`src/rtl/xesc_pkg.sv`:
```
// ----------------------------------------------------------------------------
// xesc_pkg
// Shared types and constants of the XML escape core for UCS-2 code units.
// ----------------------------------------------------------------------------
package xesc_pkg;

  localparam int unsigned UnitW = 16;
  localparam int unsigned CharW = 7;

  // ascii codes used by the escape sequences
  localparam logic [CharW-1:0] CH_AMP  = 7'h26;
  localparam logic [CharW-1:0] CH_HASH = 7'h23;
  localparam logic [CharW-1:0] CH_SEMI = 7'h3B;
  localparam logic [CharW-1:0] CH_LT   = 7'h3C;
  localparam logic [CharW-1:0] CH_GT   = 7'h3E;
  localparam logic [CharW-1:0] CH_A    = 7'h61;
  localparam logic [CharW-1:0] CH_G    = 7'h67;
  localparam logic [CharW-1:0] CH_L    = 7'h6C;
  localparam logic [CharW-1:0] CH_M    = 7'h6D;
  localparam logic [CharW-1:0] CH_P    = 7'h70;
  localparam logic [CharW-1:0] CH_T    = 7'h74;
  localparam logic [CharW-1:0] CH_X    = 7'h78;

  // special code units
  localparam logic [UnitW-1:0] U_TAB  = 16'h0009;
  localparam logic [UnitW-1:0] U_NL   = 16'h000A;
  localparam logic [UnitW-1:0] U_SP   = 16'h0020;
  localparam logic [UnitW-1:0] U_TIL  = 16'h007E;
  localparam logic [UnitW-1:0] U_DEL  = 16'h007F;
  localparam logic [UnitW-1:0] U_CMAX = 16'h001F;
  localparam logic [UnitW-1:0] U_AMP  = 16'h0026;
  localparam logic [UnitW-1:0] U_LT   = 16'h003C;
  localparam logic [UnitW-1:0] U_GT   = 16'h003E;

  // how a code unit is rendered
  typedef enum logic [2:0] {
    KIND_PASS,
    KIND_AMP,
    KIND_LT,
    KIND_GT,
    KIND_HEX
  } xesc_kind_e;

  // classified word handed from front to back
  typedef struct packed {
    xesc_kind_e       kind;
    logic [UnitW-1:0] code;
    logic [1:0]       ndig;     // hex digits minus one
    logic             illegal;
  } xesc_desc_t;

endpackage

```
`src/rtl/xml_escape_ucs2_units_core.sv`:
```
// ----------------------------------------------------------------------------
// xml_escape_ucs2_units_core
// XML escaping of UCS-2 code units into ASCII bytes, one byte per word.
// ----------------------------------------------------------------------------
// Each input word is one 16-bit code unit; the core emits 1 to 8 output
// words for it (one ASCII byte each, tlast on the final byte, tuser set on
// every byte of a disallowed control character). The front classifies a
// unit in the cycle it is accepted and queues it; the back produces one
// byte per cycle while the output is not stalled, and a unit has 1 byte for a
// plain character, 4 or 5 for the named entities, 5 to 8 for the hex form.
// The output byte rate of one per cycle sets the throughput while the output is
// not stalled; input is taken every cycle while the QDepth-entry queue has room.
module xml_escape_ucs2_units_core
  import xesc_pkg::*;
#(
  parameter int unsigned QDepth = 4
) (
  input  logic        clk_i,
  input  logic        rst_ni,
  input  logic        s_axis_tvalid,
  output logic        s_axis_tready,
  input  logic [15:0] s_axis_tdata,   // [15:0] code_unit
  output logic        m_axis_tvalid,
  input  logic        m_axis_tready,
  output logic [7:0]  m_axis_tdata,   // [6:0] out_char, [7] zero pad
  output logic        m_axis_tlast,   // last
  output logic        m_axis_tuser    // illegal
);

  xesc_desc_t       front_desc;
  xesc_desc_t       head_desc;
  logic             push, pop, full, empty;
  logic [CharW-1:0] out_char;

  assign s_axis_tready = !full;
  assign push          = s_axis_tvalid && !full;

  // classify
  xesc_front u_front (
    .code_i (s_axis_tdata),
    .desc_o (front_desc)
  );

  // decoupling queue
  xesc_fifo #(
    .Depth (QDepth)
  ) u_fifo (
    .clk_i   (clk_i),
    .rst_ni  (rst_ni),
    .push_i  (push),
    .wdata_i (front_desc),
    .pop_i   (pop),
    .rdata_o (head_desc),
    .full_o  (full),
    .empty_o (empty)
  );

  // byte generator
  xesc_back u_back (
    .clk_i         (clk_i),
    .rst_ni        (rst_ni),
    .desc_i        (head_desc),
    .empty_i       (empty),
    .pop_o         (pop),
    .out_valid_o   (m_axis_tvalid),
    .out_ready_i   (m_axis_tready),
    .out_char_o    (out_char),
    .out_last_o    (m_axis_tlast),
    .out_illegal_o (m_axis_tuser)
  );

  assign m_axis_tdata = {1'b0, out_char};

`ifndef ASSERT_OFF
  // finishing a unit always leaves its final byte in the output register
  a_pop_last: assert property (@(posedge clk_i) disable iff (!rst_ni)
    pop |=> (m_axis_tvalid && m_axis_tlast))
    else $error("pop without final byte");

  // the back never retires a unit from an empty queue
  a_no_pop_empty: assert property (@(posedge clk_i) disable iff (!rst_ni)
    empty |-> !pop)
    else $error("pop from empty queue");

  // an illegal unit is always in hex form, closed by a semicolon
  a_illegal_semi: assert property (@(posedge clk_i) disable iff (!rst_ni)
    (m_axis_tvalid && m_axis_tlast && m_axis_tuser) |-> (out_char == CH_SEMI))
    else $error("illegal unit not closed by semicolon");
`endif

endmodule

```
`src/rtl/xesc_front.sv`:
```
// ----------------------------------------------------------------------------
// xesc_front
// Classifies each incoming code unit into a rendering descriptor.
// ----------------------------------------------------------------------------
module xesc_front
  import xesc_pkg::*;
(
  input  logic [UnitW-1:0] code_i,
  output xesc_desc_t       desc_o
);

  logic       is_pass;
  xesc_kind_e kind;
  logic [1:0] ndig;
  logic       illegal;

  // printable ascii, tab and newline pass through, but for &, < and >
  assign is_pass = (code_i == U_TAB) || (code_i == U_NL) ||
                   ((code_i >= U_SP) && (code_i <= U_TIL));

  // kind selection
  always_comb begin
    priority if (code_i == U_AMP) begin
      kind = KIND_AMP;
    end else if (code_i == U_LT) begin
      kind = KIND_LT;
    end else if (code_i == U_GT) begin
      kind = KIND_GT;
    end else if (is_pass) begin
      kind = KIND_PASS;
    end else begin
      kind = KIND_HEX;
    end
  end

  // number of significant hex digits, minus one
  always_comb begin
    priority if (code_i[15:12] != 4'h0) begin
      ndig = 2'd3;
    end else if (code_i[11:8] != 4'h0) begin
      ndig = 2'd2;
    end else if (code_i[7:4] != 4'h0) begin
      ndig = 2'd1;
    end else begin
      ndig = 2'd0;
    end
  end

  assign illegal = !is_pass && ((code_i <= U_CMAX) || (code_i == U_DEL));

  // descriptor word
  assign desc_o = '{kind: kind, code: code_i, ndig: ndig, illegal: illegal};

endmodule

```
`src/rtl/xesc_fifo.sv`:
```
// ----------------------------------------------------------------------------
// xesc_fifo
// Small register queue of descriptors between the front and the back.
// ----------------------------------------------------------------------------
module xesc_fifo
  import xesc_pkg::*;
#(
  parameter int unsigned Depth = 4
) (
  input  logic       clk_i,
  input  logic       rst_ni,
  input  logic       push_i,
  input  xesc_desc_t wdata_i,
  input  logic       pop_i,
  output xesc_desc_t rdata_o,
  output logic       full_o,
  output logic       empty_o
);

  localparam int unsigned PtrW = (Depth > 1) ? $clog2(Depth) : 1;
  localparam int unsigned CntW = $clog2(Depth + 1);

  xesc_desc_t      mem_q [Depth];
  logic [PtrW-1:0] wr_ptr_q, wr_ptr_d;
  logic [PtrW-1:0] rd_ptr_q, rd_ptr_d;
  logic [CntW-1:0] cnt_q, cnt_d;

  assign full_o  = (cnt_q == CntW'(Depth));
  assign empty_o = (cnt_q == '0);
  assign rdata_o = mem_q[rd_ptr_q];

  // pointer and count update
  always_comb begin
    wr_ptr_d = wr_ptr_q;
    rd_ptr_d = rd_ptr_q;
    cnt_d    = cnt_q;
    if (push_i) begin
      wr_ptr_d = (wr_ptr_q == PtrW'(Depth - 1)) ? '0 : wr_ptr_q + 1'b1;
    end
    if (pop_i) begin
      rd_ptr_d = (rd_ptr_q == PtrW'(Depth - 1)) ? '0 : rd_ptr_q + 1'b1;
    end
    if (push_i && !pop_i) begin
      cnt_d = cnt_q + 1'b1;
    end else if (pop_i && !push_i) begin
      cnt_d = cnt_q - 1'b1;
    end
  end

  always_ff @(posedge clk_i or negedge rst_ni) begin
    if (!rst_ni) begin
      wr_ptr_q <= '0;
      rd_ptr_q <= '0;
      cnt_q    <= '0;
    end else begin
      wr_ptr_q <= wr_ptr_d;
      rd_ptr_q <= rd_ptr_d;
      cnt_q    <= cnt_d;
    end
  end

  // storage
  always_ff @(posedge clk_i) begin
    if (push_i) begin
      mem_q[wr_ptr_q] <= wdata_i;
    end
  end

endmodule

```
`src/rtl/xesc_back.sv`:
```
// ----------------------------------------------------------------------------
// xesc_back
// Walks the head descriptor one byte per cycle, while the output accepts, into the output register.
// ----------------------------------------------------------------------------
module xesc_back
  import xesc_pkg::*;
(
  input  logic             clk_i,
  input  logic             rst_ni,
  input  xesc_desc_t       desc_i,
  input  logic             empty_i,
  output logic             pop_o,
  output logic             out_valid_o,
  input  logic             out_ready_i,
  output logic [CharW-1:0] out_char_o,
  output logic             out_last_o,
  output logic             out_illegal_o
);

  logic [2:0]       idx_q, idx_d;
  logic             vld_q;
  logic [CharW-1:0] char_q;
  logic             last_q, ill_q;

  logic             advance;
  logic [CharW-1:0] ch;
  logic             is_last;
  logic [1:0]       idx_m3;
  logic [1:0]       pos;
  logic [3:0]       nib;
  logic [2:0]       semi_idx;

  assign advance = !empty_i && (!vld_q || out_ready_i);
  assign pop_o   = advance && is_last;

  // hex digit position, most significant first
  assign idx_m3   = idx_q[1:0] - 2'd3;
  assign pos      = desc_i.ndig - idx_m3;
  assign semi_idx = {1'b0, desc_i.ndig} + 3'd4;

  always_comb begin
    unique case (pos)
      2'd0:    nib = desc_i.code[3:0];
      2'd1:    nib = desc_i.code[7:4];
      2'd2:    nib = desc_i.code[11:8];
      default: nib = desc_i.code[15:12];
    endcase
  end

  // byte and end mark for the current index
  always_comb begin
    ch      = desc_i.code[CharW-1:0];
    is_last = 1'b0;
    unique case (desc_i.kind)
      KIND_PASS: begin
        is_last = 1'b1;
      end
      KIND_AMP: begin
        unique case (idx_q)
          3'd0:    ch = CH_AMP;
          3'd1:    ch = CH_A;
          3'd2:    ch = CH_M;
          3'd3:    ch = CH_P;
          default: ch = CH_SEMI;
        endcase
        is_last = (idx_q == 3'd4);
      end
      KIND_LT, KIND_GT: begin
        unique case (idx_q)
          3'd0:    ch = CH_AMP;
          3'd1:    ch = (desc_i.kind == KIND_LT) ? CH_L : CH_G;
          3'd2:    ch = CH_T;
          default: ch = CH_SEMI;
        endcase
        is_last = (idx_q == 3'd3);
      end
      default: begin
        if (idx_q == 3'd0) begin
          ch = CH_AMP;
        end else if (idx_q == 3'd1) begin
          ch = CH_HASH;
        end else if (idx_q == 3'd2) begin
          ch = CH_X;
        end else if (idx_q == semi_idx) begin
          ch = CH_SEMI;
        end else if (nib < 4'd10) begin
          ch = 7'h30 + {3'b000, nib};
        end else begin
          ch = 7'h37 + {3'b000, nib};
        end
        is_last = (idx_q == semi_idx);
      end
    endcase
  end

  // byte index within the current unit
  always_comb begin
    idx_d = idx_q;
    if (advance) begin
      idx_d = is_last ? 3'd0 : idx_q + 3'd1;
    end
  end

  always_ff @(posedge clk_i or negedge rst_ni) begin
    if (!rst_ni) begin
      idx_q <= '0;
      vld_q <= 1'b0;
    end else begin
      idx_q <= idx_d;
      if (advance) begin
        vld_q <= 1'b1;
      end else if (out_ready_i) begin
        vld_q <= 1'b0;
      end
    end
  end

  // output word register
  always_ff @(posedge clk_i) begin
    if (advance) begin
      char_q <= ch;
      last_q <= is_last;
      ill_q  <= desc_i.illegal;
    end
  end

  assign out_valid_o   = vld_q;
  assign out_char_o    = char_q;
  assign out_last_o    = last_q;
  assign out_illegal_o = ill_q;

endmodule
```
`config.mk`:
```
export PLATFORM = sky130hd
export DESIGN_NAME = xml_escape_ucs2_units_core
export DESIGN_NICKNAME = d
export VERILOG_FILES = /design/src/rtl/xesc_pkg.sv /design/src/rtl/xml_escape_ucs2_units_core.sv /design/src/rtl/xesc_front.sv /design/src/rtl/xesc_fifo.sv /design/src/rtl/xesc_back.sv
export SDC_FILE = /design/constraint.sdc
export NUM_CORES = 1
export LEC_CHECK = 0
export BUFFER_PORTS_ARGS = -buffer_cell sky130_fd_sc_hd__buf_2
export CORE_MARGIN = 2
export CORE_UTILIZATION = 55
export CTS_CLUSTER_SIZE = 8
export DETAILED_ROUTE_END_ITERATION = 6
export HOLD_SLACK_MARGIN = 0.08
export PLACE_DENSITY = 0.83
export RECOVER_POWER = 50
export SYNTH_ARGS = -nofsm -noshare
export SYNTH_HDL_FRONTEND = slang
export SYNTH_SLANG_ARGS = --single-unit
export TNS_END_PERCENT = 50
```
`constraint.sdc`:
```
create_clock -name clk_i -period 4.3 [get_ports clk_i]
set_clock_uncertainty 0.05 [all_clocks]
set_input_delay 0.645 -clock clk_i [delete_from_list [all_inputs] [get_ports clk_i]]
set_output_delay 0.645 -clock clk_i [all_outputs]
set_load 0.02 [all_outputs]
```
# --- Word level (Yosys, flattened, before mapping) ---
# Memory sizes are Yosys's and may differ from the RTL's.
# Cells that the tools add are included.
classes:
  n_eq_ne: 19
  n_addsub: 10
  n_lt_le_gt_ge: 4
  reduce_logical: 27
  n_mux: 27
ops:
  columns: ["cell", "n"]
  rows:
  - ["equality test 16 x 6 -> 1 bit, second input constant", 3]
  - ["case mux 7 bit (3 select lines)", 2]
  - ["2-to-1 mux 7 bit", 5]
  - ["equality test 16 x 4 -> 1 bit, second input constant", 2]
  - ["case mux 7 bit (4 select lines)", 1]
  - ["2-to-1 mux 3 bit", 7]
  - ["equality test 16 x 7 -> 1 bit, second input constant", 1]
  - [">= comparator 16 x 6 -> 1 bit, second input constant", 1]
  - ["less-or-equal comparator 16 x 5 -> 1 bit, second input constant", 1]
  - ["less-or-equal comparator 16 x 7 -> 1 bit, second input constant", 1]
  - ["adder 6 x 4 -> 7 bit, first input constant", 2]
  - ["equality test 3 x 2 -> 1 bit, second input constant", 4]
  - ["case mux 4 bit (3 select lines)", 1]
  - ["nonzero test 4 bit", 3]
  - ["logical NOT 3 bit", 3]
  - ["2-to-1 mux 2 bit", 4]
  - ["logical AND 1 bit", 7]
  - ["adder 3 x 1 -> 3 bit, second input constant", 2]
  - ["equality test 2 bit, second input constant", 3]
  - ["equality test 3 x 1 -> 1 bit, second input constant", 2]
  - ["equality test 3 bit, second input constant", 2]
  - ["logical NOT 1 bit", 6]
  - ["2-to-1 mux 1 bit", 5]
  - ["adder 2 x 1 -> 2 bit, second input constant", 2]
  - ["other kinds (13)", 17]
word_totals:
  mem_bits_rw: 88
  out_inout_bits: 12
  n_memories: 1
  wordCells: 96
  ff_bits: 20
mem_list:
  columns: ["name", "words", "width", "read_ports", "rd_clocked_by_memory_dff", "write_ports", "line", "rtl"]
  rows:
  - ["u_fifo.mem_q", 4, 22, 1, 0, 1, "xesc_fifo.sv:23", "xesc_desc_t mem_q [Depth];"]

# --- Longest topological paths before layout ---
# Gate-level depths: netlist of the first run.
depth:
  word_depth: 11
  ltp_mapped: 14
  mapped_depth_nobuf: 13

# --- Hierarchy ---
# A second synthesis of the first run with hierarchy kept.
hier_totals:
  cells_unflattened: 344
  hier_area_um2: 5188.7
by_module_without_submodules:
  columns: ["mod", "cells_each", "area_per_inst_um2", "seq_area_each_um2", "n_inst"]
  rows:
  - ["xesc_fifo", 152, 3626.0, 2817.7, 1]
  - ["xesc_back", 148, 1255.0, 370.4, 1]
  - ["xesc_front", 40, 286.5, 0.0, 1]
  - ["xml_escape_ucs2_units_core", 4, 21.3, 0.0, 1]

# --- Worst setup path after synthesis of the first run ---
# OpenSTA, ideal clock, no wires.
synth_timing:
  kind: "register -> register"
  startpoint: "reg u_fifo.rd_ptr_q[0]"
  endpoint: "reg u_back.char_q[6], in the netlist u_back.out_char_o[6] (data pin)"
  required_time_ns: 3.983
  path_stages_with_launch: 14
  path_slack_ns: 0.910
  t_arrival_ns: 3.073
  period_less_slack_ns: 3.390
  cell_sequence: "dfrtp_1 buf_6 buf_4 mux4_2 ha_1 xor2_1 xnor2_4 mux4_1 inv_2 ha_1 inv_1 a21oi_1 or3_1 o211ai_2"
synth_via:
  elab_chain_len: 11
  word_cells_on_any_way: 22
  cone_classes: "4 x add/sub; 1 x order compare; 6 x eq/ne; 7 x mux; 3 x reduce/logical; 1 x memory"
synth_rtl:
  columns: ["item", "line", "rtl"]
  rows:
  - ["from (decl)", "xesc_fifo.sv:25", "logic [PtrW-1:0] rd_ptr_q, rd_ptr_d;"]
  - ["from (signal assigned)", "xesc_fifo.sv:57", "rd_ptr_q <= rd_ptr_d;"]
  - ["memory (4 x 22 bit) (*)", null, null]
  - ["subtractor 2 bit", "xesc_back.sv:38", "assign pos = desc_i.ndig - idx_m3;"]
  - ["equality test 2 bit, or another cell as far along", "xesc_back.sv:42", "unique case (pos)"]
  - ["case mux 4 bit (3 select lines)", "xesc_back.sv:42", null]
  - ["adder 6 x 4 -> 7 bit, or another cell as far along", "xesc_back.sv:89", "ch = 7'h37 + {3'b000, nib};"]
  - ["2-to-1 mux 7 bit", "xesc_back.sv:86", "end else if (nib < 4'd10) begin"]
  - ["2-to-1 mux 7 bit", "xesc_back.sv:84", "end else if (idx_q == semi_idx) begin"]
  - ["2-to-1 mux 7 bit", "xesc_back.sv:82", "end else if (idx_q == 3'd2) begin"]
  - ["2-to-1 mux 7 bit", "xesc_back.sv:80", "end else if (idx_q == 3'd1) begin"]
  - ["2-to-1 mux 7 bit", "xesc_back.sv:78", "if (idx_q == 3'd0) begin"]
  - ["case mux 7 bit (3 select lines) (*)", "xesc_back.sv:54", "unique case (desc_i.kind)"]
  - ["via u_back.ch[6]", "xesc_back.sv:26", "logic [CharW-1:0] ch;"]
  - ["to (signal assigned)", "xesc_back.sv:121", "char_q <= ch;"]
  - ["to (decl)", "xesc_back.sv:22", "logic [CharW-1:0] char_q;"]
# Mark *: on every way through the listed nets, which the timed path passes. The rest lies on a longest branch.
# A chain may end at the register's enable or synchronous reset.

# --- Worst setup path in the final report of the first run ---
layout_timing:
  startpoint: "reg u_fifo.rd_ptr_q[0]"
  endpoint: "reg u_fifo.cnt_q[1]"
layout_via:
  elab_chain_len: 8
  word_cells_on_any_way: 15
  cone_classes: "1 x add/sub; 4 x eq/ne; 2 x mux; 7 x reduce/logical; 1 x memory"
layout_rtl:
  columns: ["item", "line", "rtl"]
  rows:
  - ["memory (4 x 22 bit) (*)", null, null]
  - ["adder 2 x 3 -> 3 bit or equality test 3 x 2 -> 1 bit (tied branches)", "xesc_back.sv:39, xesc_back.sv:54", null]
  - ["equality test 3 bit or OR reduction 2 bit (tied branches)", null, null]
  - ["case mux 1 bit (3 select lines) (*)", "xesc_back.sv:54", null]
  - ["via u_back.is_last", "xesc_back.sv:27", "logic is_last;"]
  - ["logical AND 1 bit (*)", "xesc_back.sv:34", "assign pop_o = advance && is_last;"]
  - ["logical NOT 1 bit (*)", "xesc_fifo.sv:43", "if (push_i && !pop_i) begin"]
  - ["logical AND 1 bit (*)", "xesc_fifo.sv:43", null]
  - ["2-to-1 mux 3 bit (*)", "xesc_fifo.sv:43", null]
  - ["via u_fifo.cnt_d[1]", "xesc_fifo.sv:26", "logic [CntW-1:0] cnt_q, cnt_d;"]
  - ["to (signal assigned)", "xesc_fifo.sv:58", "cnt_q <= cnt_d;"]
  - ["to (decl)", "xesc_fifo.sv:26", null]
# Marked as above.

==> results of run 1 <==
[synth_stat cells, types with 2 or more instances]
cell type	instances	area [µm²]
o21ai_0	11	55.05
or2_2	3	18.77
mux2_1	2	22.52
nor2_1	16	60.06
nand3b_1	2	15.01
buf_6	2	22.52
buf_2	2	10.01
a21o_1	2	15.01
inv_1	11	41.29
xnor2_1	3	26.28
and3_1	5	31.28
a31oi_1	3	18.77
xor2_1	3	26.28
nor4_1	6	37.54
mux4_1	11	289.0
a22oi_1	2	15.01
mux2i_1	7	70.07
o211ai_1	3	22.52
o21ai_2	2	17.52
ha_1	13	162.7
nor3_1	4	20.02
inv_2	2	7.510
edfxtp_1	97	2913
clkbuf_1	5	18.77
nand3_1	3	15.01
o22ai_1	3	18.77
buf_4	3	22.52
a21oi_1	14	70.07
dfrtp_1	11	275.3
or3_1	2	12.51
nand2_1	25	93.84
mux4_2	13	292.8
[cell families (layout without fill, tap and decap cells)]
group,count (synthesis),in the layout,share of synthesized area (%)
multiplexers,34,34,13.80
other,1,1,0.07548
flip-flops,108,108,64.17
buffers and inverters,25,64,2.468
adder cells (fa/ha/maj),14,14,3.677
AO/OA/AOI/OAI,50,50,6.573
XOR/XNOR,7,7,1.612
AND/OR/NAND/NOR,76,76,7.631
[metal layers]
metal	routed length, µm	up-vias	GRT usage, %
met5	0	-	0
met3	524	6	3.901
met2	4593	93	31.91
met1	3784	1397	27.48
met4	89	0	6.744
li1	-	1309	-
[report_power, final]
| part | switching [mW] | leakage, nW | total, mW | internal [mW] |
|---|---|---|---|---|
| Clock | 0.368 | 0.114 | 0.657 | 0.290 |
| Sequential | 0.101 | 1.01 | 1.57 | 1.46 |
| Combinational | 1.20 | 0.766 | 2.04 | 0.839 |
| Total | 1.67 | 1.89 | 4.26 | 2.59 |
[through the flow]
stage	util [%]	total power [mW]	std cells	area, µm²
floorplan	-	3.174	315	4969
global placement	59.74	3.594	445	5210
detailed placement	59.74	3.636	445	5210
CTS	62.51	4.292	462	5451
global route	62.11	4.553	462	5416
finish	62.11	4.259	462	5416
[state kept, by name (all words and copies together), names as in the netlist]
| register | flops |
|---|---|
| u_back.out_illegal_o | 1 |
| u_fifo.rd_ptr_q | 2 |
| u_back.out_valid_o | 1 |
| u_fifo.cnt_q | 3 |
| u_fifo.mem_q | 88 |
| u_fifo.wr_ptr_q | 2 |
| u_back.out_last_o | 1 |
| u_back.idx_q | 3 |
| u_back.out_char_o | 7 |
[layout by cell type, fill, tap and decap left out, types with 3 or more instances in the layout]
cell / count
nor3_1: 4
nand3_1: 3
or2_2: 3
clkbuf_8: 9
a31oi_1: 3
inv_1: 11
mux2i_1: 7
buf_4: 4
clkbuf_1: 28
dfrtp_1: 11
mux4_2: 13
and3_1: 5
mux4_1: 11
clkinv_8: 3
o21ai_0: 11
xnor2_1: 3
o22ai_1: 3
nand2_1: 25
nor4_1: 6
xor2_1: 3
ha_1: 13
edfxtp_1: 97
nor2_1: 16
a21oi_1: 14
o211ai_1: 3
[layout make-up]
cell class                 instances  area [µm²]  area share [%]
multi-input combinational        182        1658           30.61
sequential                       108        3188           58.86
timing repair buffer              35       155.1           2.864
tap                              108       135.1           2.495
inverter                          13       48.80          0.9009
clock buffer                       9       123.9           2.287
clock inverter                     7       107.6           1.987
[what timing repair did]
item / CTS / global route
hold endpoints to repair: 11 / 0
hold buffers: 1 / 0
resized for setup: 0 / 0
setup buffers: 0 / 0
[how the worst max path moves through the flow]
stage / from / end / slack, ns
after floorplan: u_fifo.rd_ptr_q[0] / u_back.out_char_o[6] / 0.91
after global placement: u_fifo.rd_ptr_q[0] / u_fifo.cnt_q[1] / 0.99
after detailed placement: u_fifo.rd_ptr_q[0] / u_fifo.cnt_q[1] / 0.90
after CTS: u_fifo.rd_ptr_q[0] / u_fifo.cnt_q[1] / 0.89
after global routing: u_fifo.rd_ptr_q[0] / u_fifo.cnt_q[1] / 0.66
final: u_fifo.rd_ptr_q[0] / u_fifo.cnt_q[1] / 0.92
[worst min-delay path, delay by kind of cell (launching register included)]
family / cells / cell delay [ns]
and+or+nand+nor: 2 / 0.09
DFF: 1 / 0.38
==> impl_metrics.tcl, run 1 <==
set metrics [dict create \
    antenna_cells 0 \
    max_freq_ghz 0.2957 \
    cts_tree "yes" \
    wire_per_inst_um 19.46 \
    synth_edf_count 97 \
    hold_depth 2 \
    final_hold_viol_count 0 \
    relSlewSlack_pct 20.98 \
    cpLargestDelayFamily "multiplexers" \
    cp_data_arrival_time_ns 3.59 \
    crit_chain "buf_4 -> mux4_2 -> xnor2_1 -> nand3_2 -> o21ai_2 -> nand2_2 -> ha_1 -> inv_1 -> fa_1 -> mux2_2" \
    hold_ws_ns 0.4480 \
    slowest_stage "mux4_2" \
    worstReg2RegStart "u_fifo.rd_ptr_q[0]" \
    synthCells 315 \
    cp_num_cells 10 \
    worst_path_largest_cell_delay_ns 0.64 \
    p_leak_nw 1.891 \
    syn_area_per_cell_um2 15.77 \
    nets 383 \
    cts_root_buf "clkbuf_8" \
    synth-main-ff-cell "edfxtp_1" \
    antenna_found_initial 0 \
    maxCapViolations 0 \
    slew_violations 0 \
    worstRegToRegCells 10 \
    core_area_um2 8721 \
    htreeDepth 3 \
    port_buffers 30 \
    synth.net_count 349 \
    worstPathRequired_ns 4.51 \
    r2r_slack_ns 0.92 \
    synth_cell_type_count 56 \
    period_share_pct 78.65 \
    grt_pass1_vias 2765 \
    dp_hpwl_um 6173 \
    worstMarginPinSlew_ns 1.185 \
    vias_per_cell 6.071 \
    place_ws_ns 0.9007 \
    hold_start "u_back.out_valid_o" \
    irDropWorstVdd_mv 0.3024 \
    synth_area_um2 4969 \
    cts.clk_slew.worst_paths_ns 0.11 \
    drtIter0Drc 184 \
    cts_max_path_buffers 2 \
    drt-pass1-iter-count 4 \
    cts.sinks 108 \
    status "finished, final reports clean" \
    yosys_register_bits 108 \
    whs_endpoint "u_back.out_valid_o" \
    area_growth_pct 9.015 \
    setup_violations 0 \
    die_y_um 99.05 \
    rsz0062_at_grt "false" \
    worst-setup-path-type "reg -> reg" \
    start_util_pct 56.97 \
    vias 2805 \
    min_period_ns 3.382 \
    setup_ws_ns 0.9182 \
    drive_above_1_share_pct 13.56 \
    placementRows 34 \
    fillers 627 \
    grt_util_all_layers_pct 19.82 \
    gp_congestion 0.8845 \
    grt_max_degree 25 \
    worstSetupEndpointType "flop" \
    insertion_delay_ns 0.36 \
    yosysWarnings 0 \
    die_area_um2 9810 \
    worstPathMaxFanout 24 \
    timing.setup.tns_ns 0 \
    drt.antenna.violating_nets 0 \
    ys_seq_area_share_pct 64.17 \
    worst_setup_path_start_kind "flop" \
    drc 0 \
    synthArstFlopShare_pct 10.19 \
    grt_overflow 0 \
    cp_num_buf_inv 2 \
    p_per_area_nw_per_um2 786.2 \
    io_pins 32 \
    numCtsBuffers 9 \
    hold_path_class "reg -> reg" \
    routed_wl_um 8991 \
    grt_pass1_wl_um 14630 \
    die_x_um 99.05 \
    r2r-end "u_fifo.cnt_q[1]" \
]
(Power assumes the default switching activity.)
==> inputs of run 2 (changes only) <==
- CORE_UTILIZATION: 55 -> 54
- PLACE_DENSITY: 0.83 -> 0.85
- clock period: 4.3 -> 2.98 ns (I/O delays scaled with it)
==> run 2 against run 1 <==
First-iteration DRC count rose by 7.6%. Sequential power rose by 45%. Combinational power rose by 70%. Flip-flop and latch count did not move. Total power rose by 55%. Critical endpoint is now u_back.out_char_o[6]. Highest routed layer unchanged.
==> impl_metrics.tcl, run 2 (same netlist as run 1, synthesis figures left out) <==
set metrics [dict create \
    status "finished, final reports clean" \
    hold_ws_ns 0.2702 \
    die_y_um 99.92 \
    numCtsBuffers 9 \
    setup_ws_ns 0.07025 \
    slowest_stage "mux4_2" \
    crit_chain "mux4_2 -> ha_4 -> xor2_4 -> xnor2_4 -> mux4_2 -> inv_2 -> ha_4 -> inv_2 -> a21oi_2 -> or3_1 -> o211ai_2" \
    grt_pass1_vias 2931 \
    area_growth_pct 12.44 \
    setup_violations 0 \
    drive_above_1_share_pct 19.68 \
    cts.sinks 108 \
    io_pins 32 \
    port_buffers 30 \
    gp_congestion 0.9297 \
    worstRegToRegCells 11 \
    cp_num_buf_inv 2 \
    cts.clk_slew.worst_paths_ns 0.11 \
    worstReg2RegStart "u_fifo.rd_ptr_q[0]" \
    worstPathRequired_ns 3.05 \
    drt-pass1-iter-count 4 \
    maxCapViolations 0 \
    antenna_cells 0 \
    place_inst 465 \
    worst_setup_path_start_kind "flop" \
    p_per_area_nw_per_um2 1184 \
    slew_violations 0 \
    hold_path_class "in -> reg" \
    stdcell_count 482 \
    place_ws_ns 0.01366 \
    grt_pass1_wl_um 14860 \
    worst_path_largest_cell_delay_ns 0.54 \
    placementRows 35 \
    cpLargestDelayFamily "multiplexers" \
    drt.antenna.violating_nets 0 \
    cp_data_arrival_time_ns 2.98 \
    final_hold_viol_count 0 \
    die_area_um2 9984 \
    mostFrequentLayoutCell "edfxtp_1" \
    fin_area_um2 5587 \
    relSlewSlack_pct 10.91 \
    drc 0 \
    irDropWorstVdd_mv 0.5402 \
    start_util_pct 54.81 \
    worstPathMaxFanout 3 \
    cts_max_path_buffers 2 \
    final_cell_mix "edfxtp_1, clkbuf_1, nand2_1" \
    whs_endpoint "u_back.out_valid_o" \
    dp_hpwl_um 6429 \
    hold_start "m_axis_tready" \
    p_leak_nw 1.964 \
    insertion_delay_ns 0.37 \
    vias_per_cell 6.064 \
    regMostFlops "u_fifo.mem_q" \
    rsz0062_at_grt "true" \
    worst-setup-path-type "reg -> reg" \
    hold_depth 4 \
    r2r-end "u_back.out_char_o[6]" \
    min_period_ns 2.910 \
    worstSetupEndpointType "flop" \
    grt_util_all_layers_pct 19.74 \
    wire_per_inst_um 19.09 \
    antenna_found_initial 0 \
    period_share_pct 97.64 \
    grt_max_degree 23 \
    routed_wl_um 9203 \
    nets 400 \
    dpl_cell_area_um2 5389 \
    vias 2923 \
    core_area_um2 9065 \
    largest_register_ffs 88 \
    max_freq_ghz 0.3437 \
    htreeDepth 3 \
    die_x_um 99.92 \
    worstMarginPinSlew_ns 1.336 \
    cts_root_buf "clkbuf_8" \
    grt_overflow 0 \
    drtIter0Drc 198 \
    postCtsSetupBuffers 0 \
    r2r_slack_ns 0.07 \
    cts_tree "yes" \
]
run 2: cell count changes in the layout (fill, tap and decap cells not counted), moves of 2 or more:
cell,before,now
buf_4,4,19
a21oi_2,0,2
ha_1,13,11
inv_6,0,2
ha_4,0,2
a21oi_1,14,12
run 2: layout make-up:
type | count | area (µm²)
Clock buffer | 9 | 123.9
Clock inverter | 7 | 91.34
Fill cell | 651 | 3478
Inverter | 13 | 48.80
Multi-Input combinational cell | 182 | 1719
Sequential cell | 108 | 3188
Tap cell | 111 | 138.9
Timing Repair Buffer | 52 | 276.5
run 2: report_power, final:
group / switching (mW) / leakage, nW / internal [mW] / total [mW]
clock: 0.548 / 0.106 / 0.343 / 0.891
sequential: 0.159 / 1.01 / 2.11 / 2.27
combinational: 1.90 / 0.847 / 1.56 / 3.46
run 2: worst reg2reg max path, stage by stage (launching register included):
cell,delay (ns)
dfrtp_1,0.40
mux4_2,0.54
ha_4,0.20
xor2_4,0.16
xnor2_4,0.17
mux4_2,0.53
inv_2,0.10
ha_4,0.14
inv_2,0.04
a21oi_2,0.12
or3_1,0.14
o211ai_2,0.08
run 2: worst max-delay path by stage:
stage | start | end | depth (start not counted)
final | u_fifo.rd_ptr_q[0] | u_back.out_char_o[6] | 11
after global routing | u_fifo.rd_ptr_q[0] | u_fifo.cnt_q[1] | 10
after CTS | u_fifo.rd_ptr_q[0] | u_fifo.cnt_q[1] | 10
after detailed placement | u_fifo.rd_ptr_q[0] | u_fifo.cnt_q[1] | 10
after global placement | u_fifo.rd_ptr_q[0] | u_back.out_char_o[6] | 11
after floorplan | u_fifo.rd_ptr_q[0] | u_back.out_char_o[2] | 11
run 2: repair_timing:
item,CTS,global route
resized for setup,0,3
hold buffers,1,0
endpoints found under the hold margin,11,0
setup endpoints to repair,0,4
run 2: layer usage:
metal  wire, µm  global-route usage (%)  share of wire [%]
met5          0                       0                  0
met1       3708                   26.53                 40
met2       4690                   33.11                 51
met4        129                   6.744                1.4
met3        674                   3.412                7.3
run 2: through the flow:
stage          setup TNS, ns  util (%)  power [mW]
6_report                   0     61.63       6.617
5_1_grt             -0.09596     61.63       7.045
4_1_cts                    0     61.93       6.617
3_5_place_dp               0     59.45       5.709
3_3_place_gp               0     59.45       5.544
2_1_floorplan        -0.4136         -       4.748
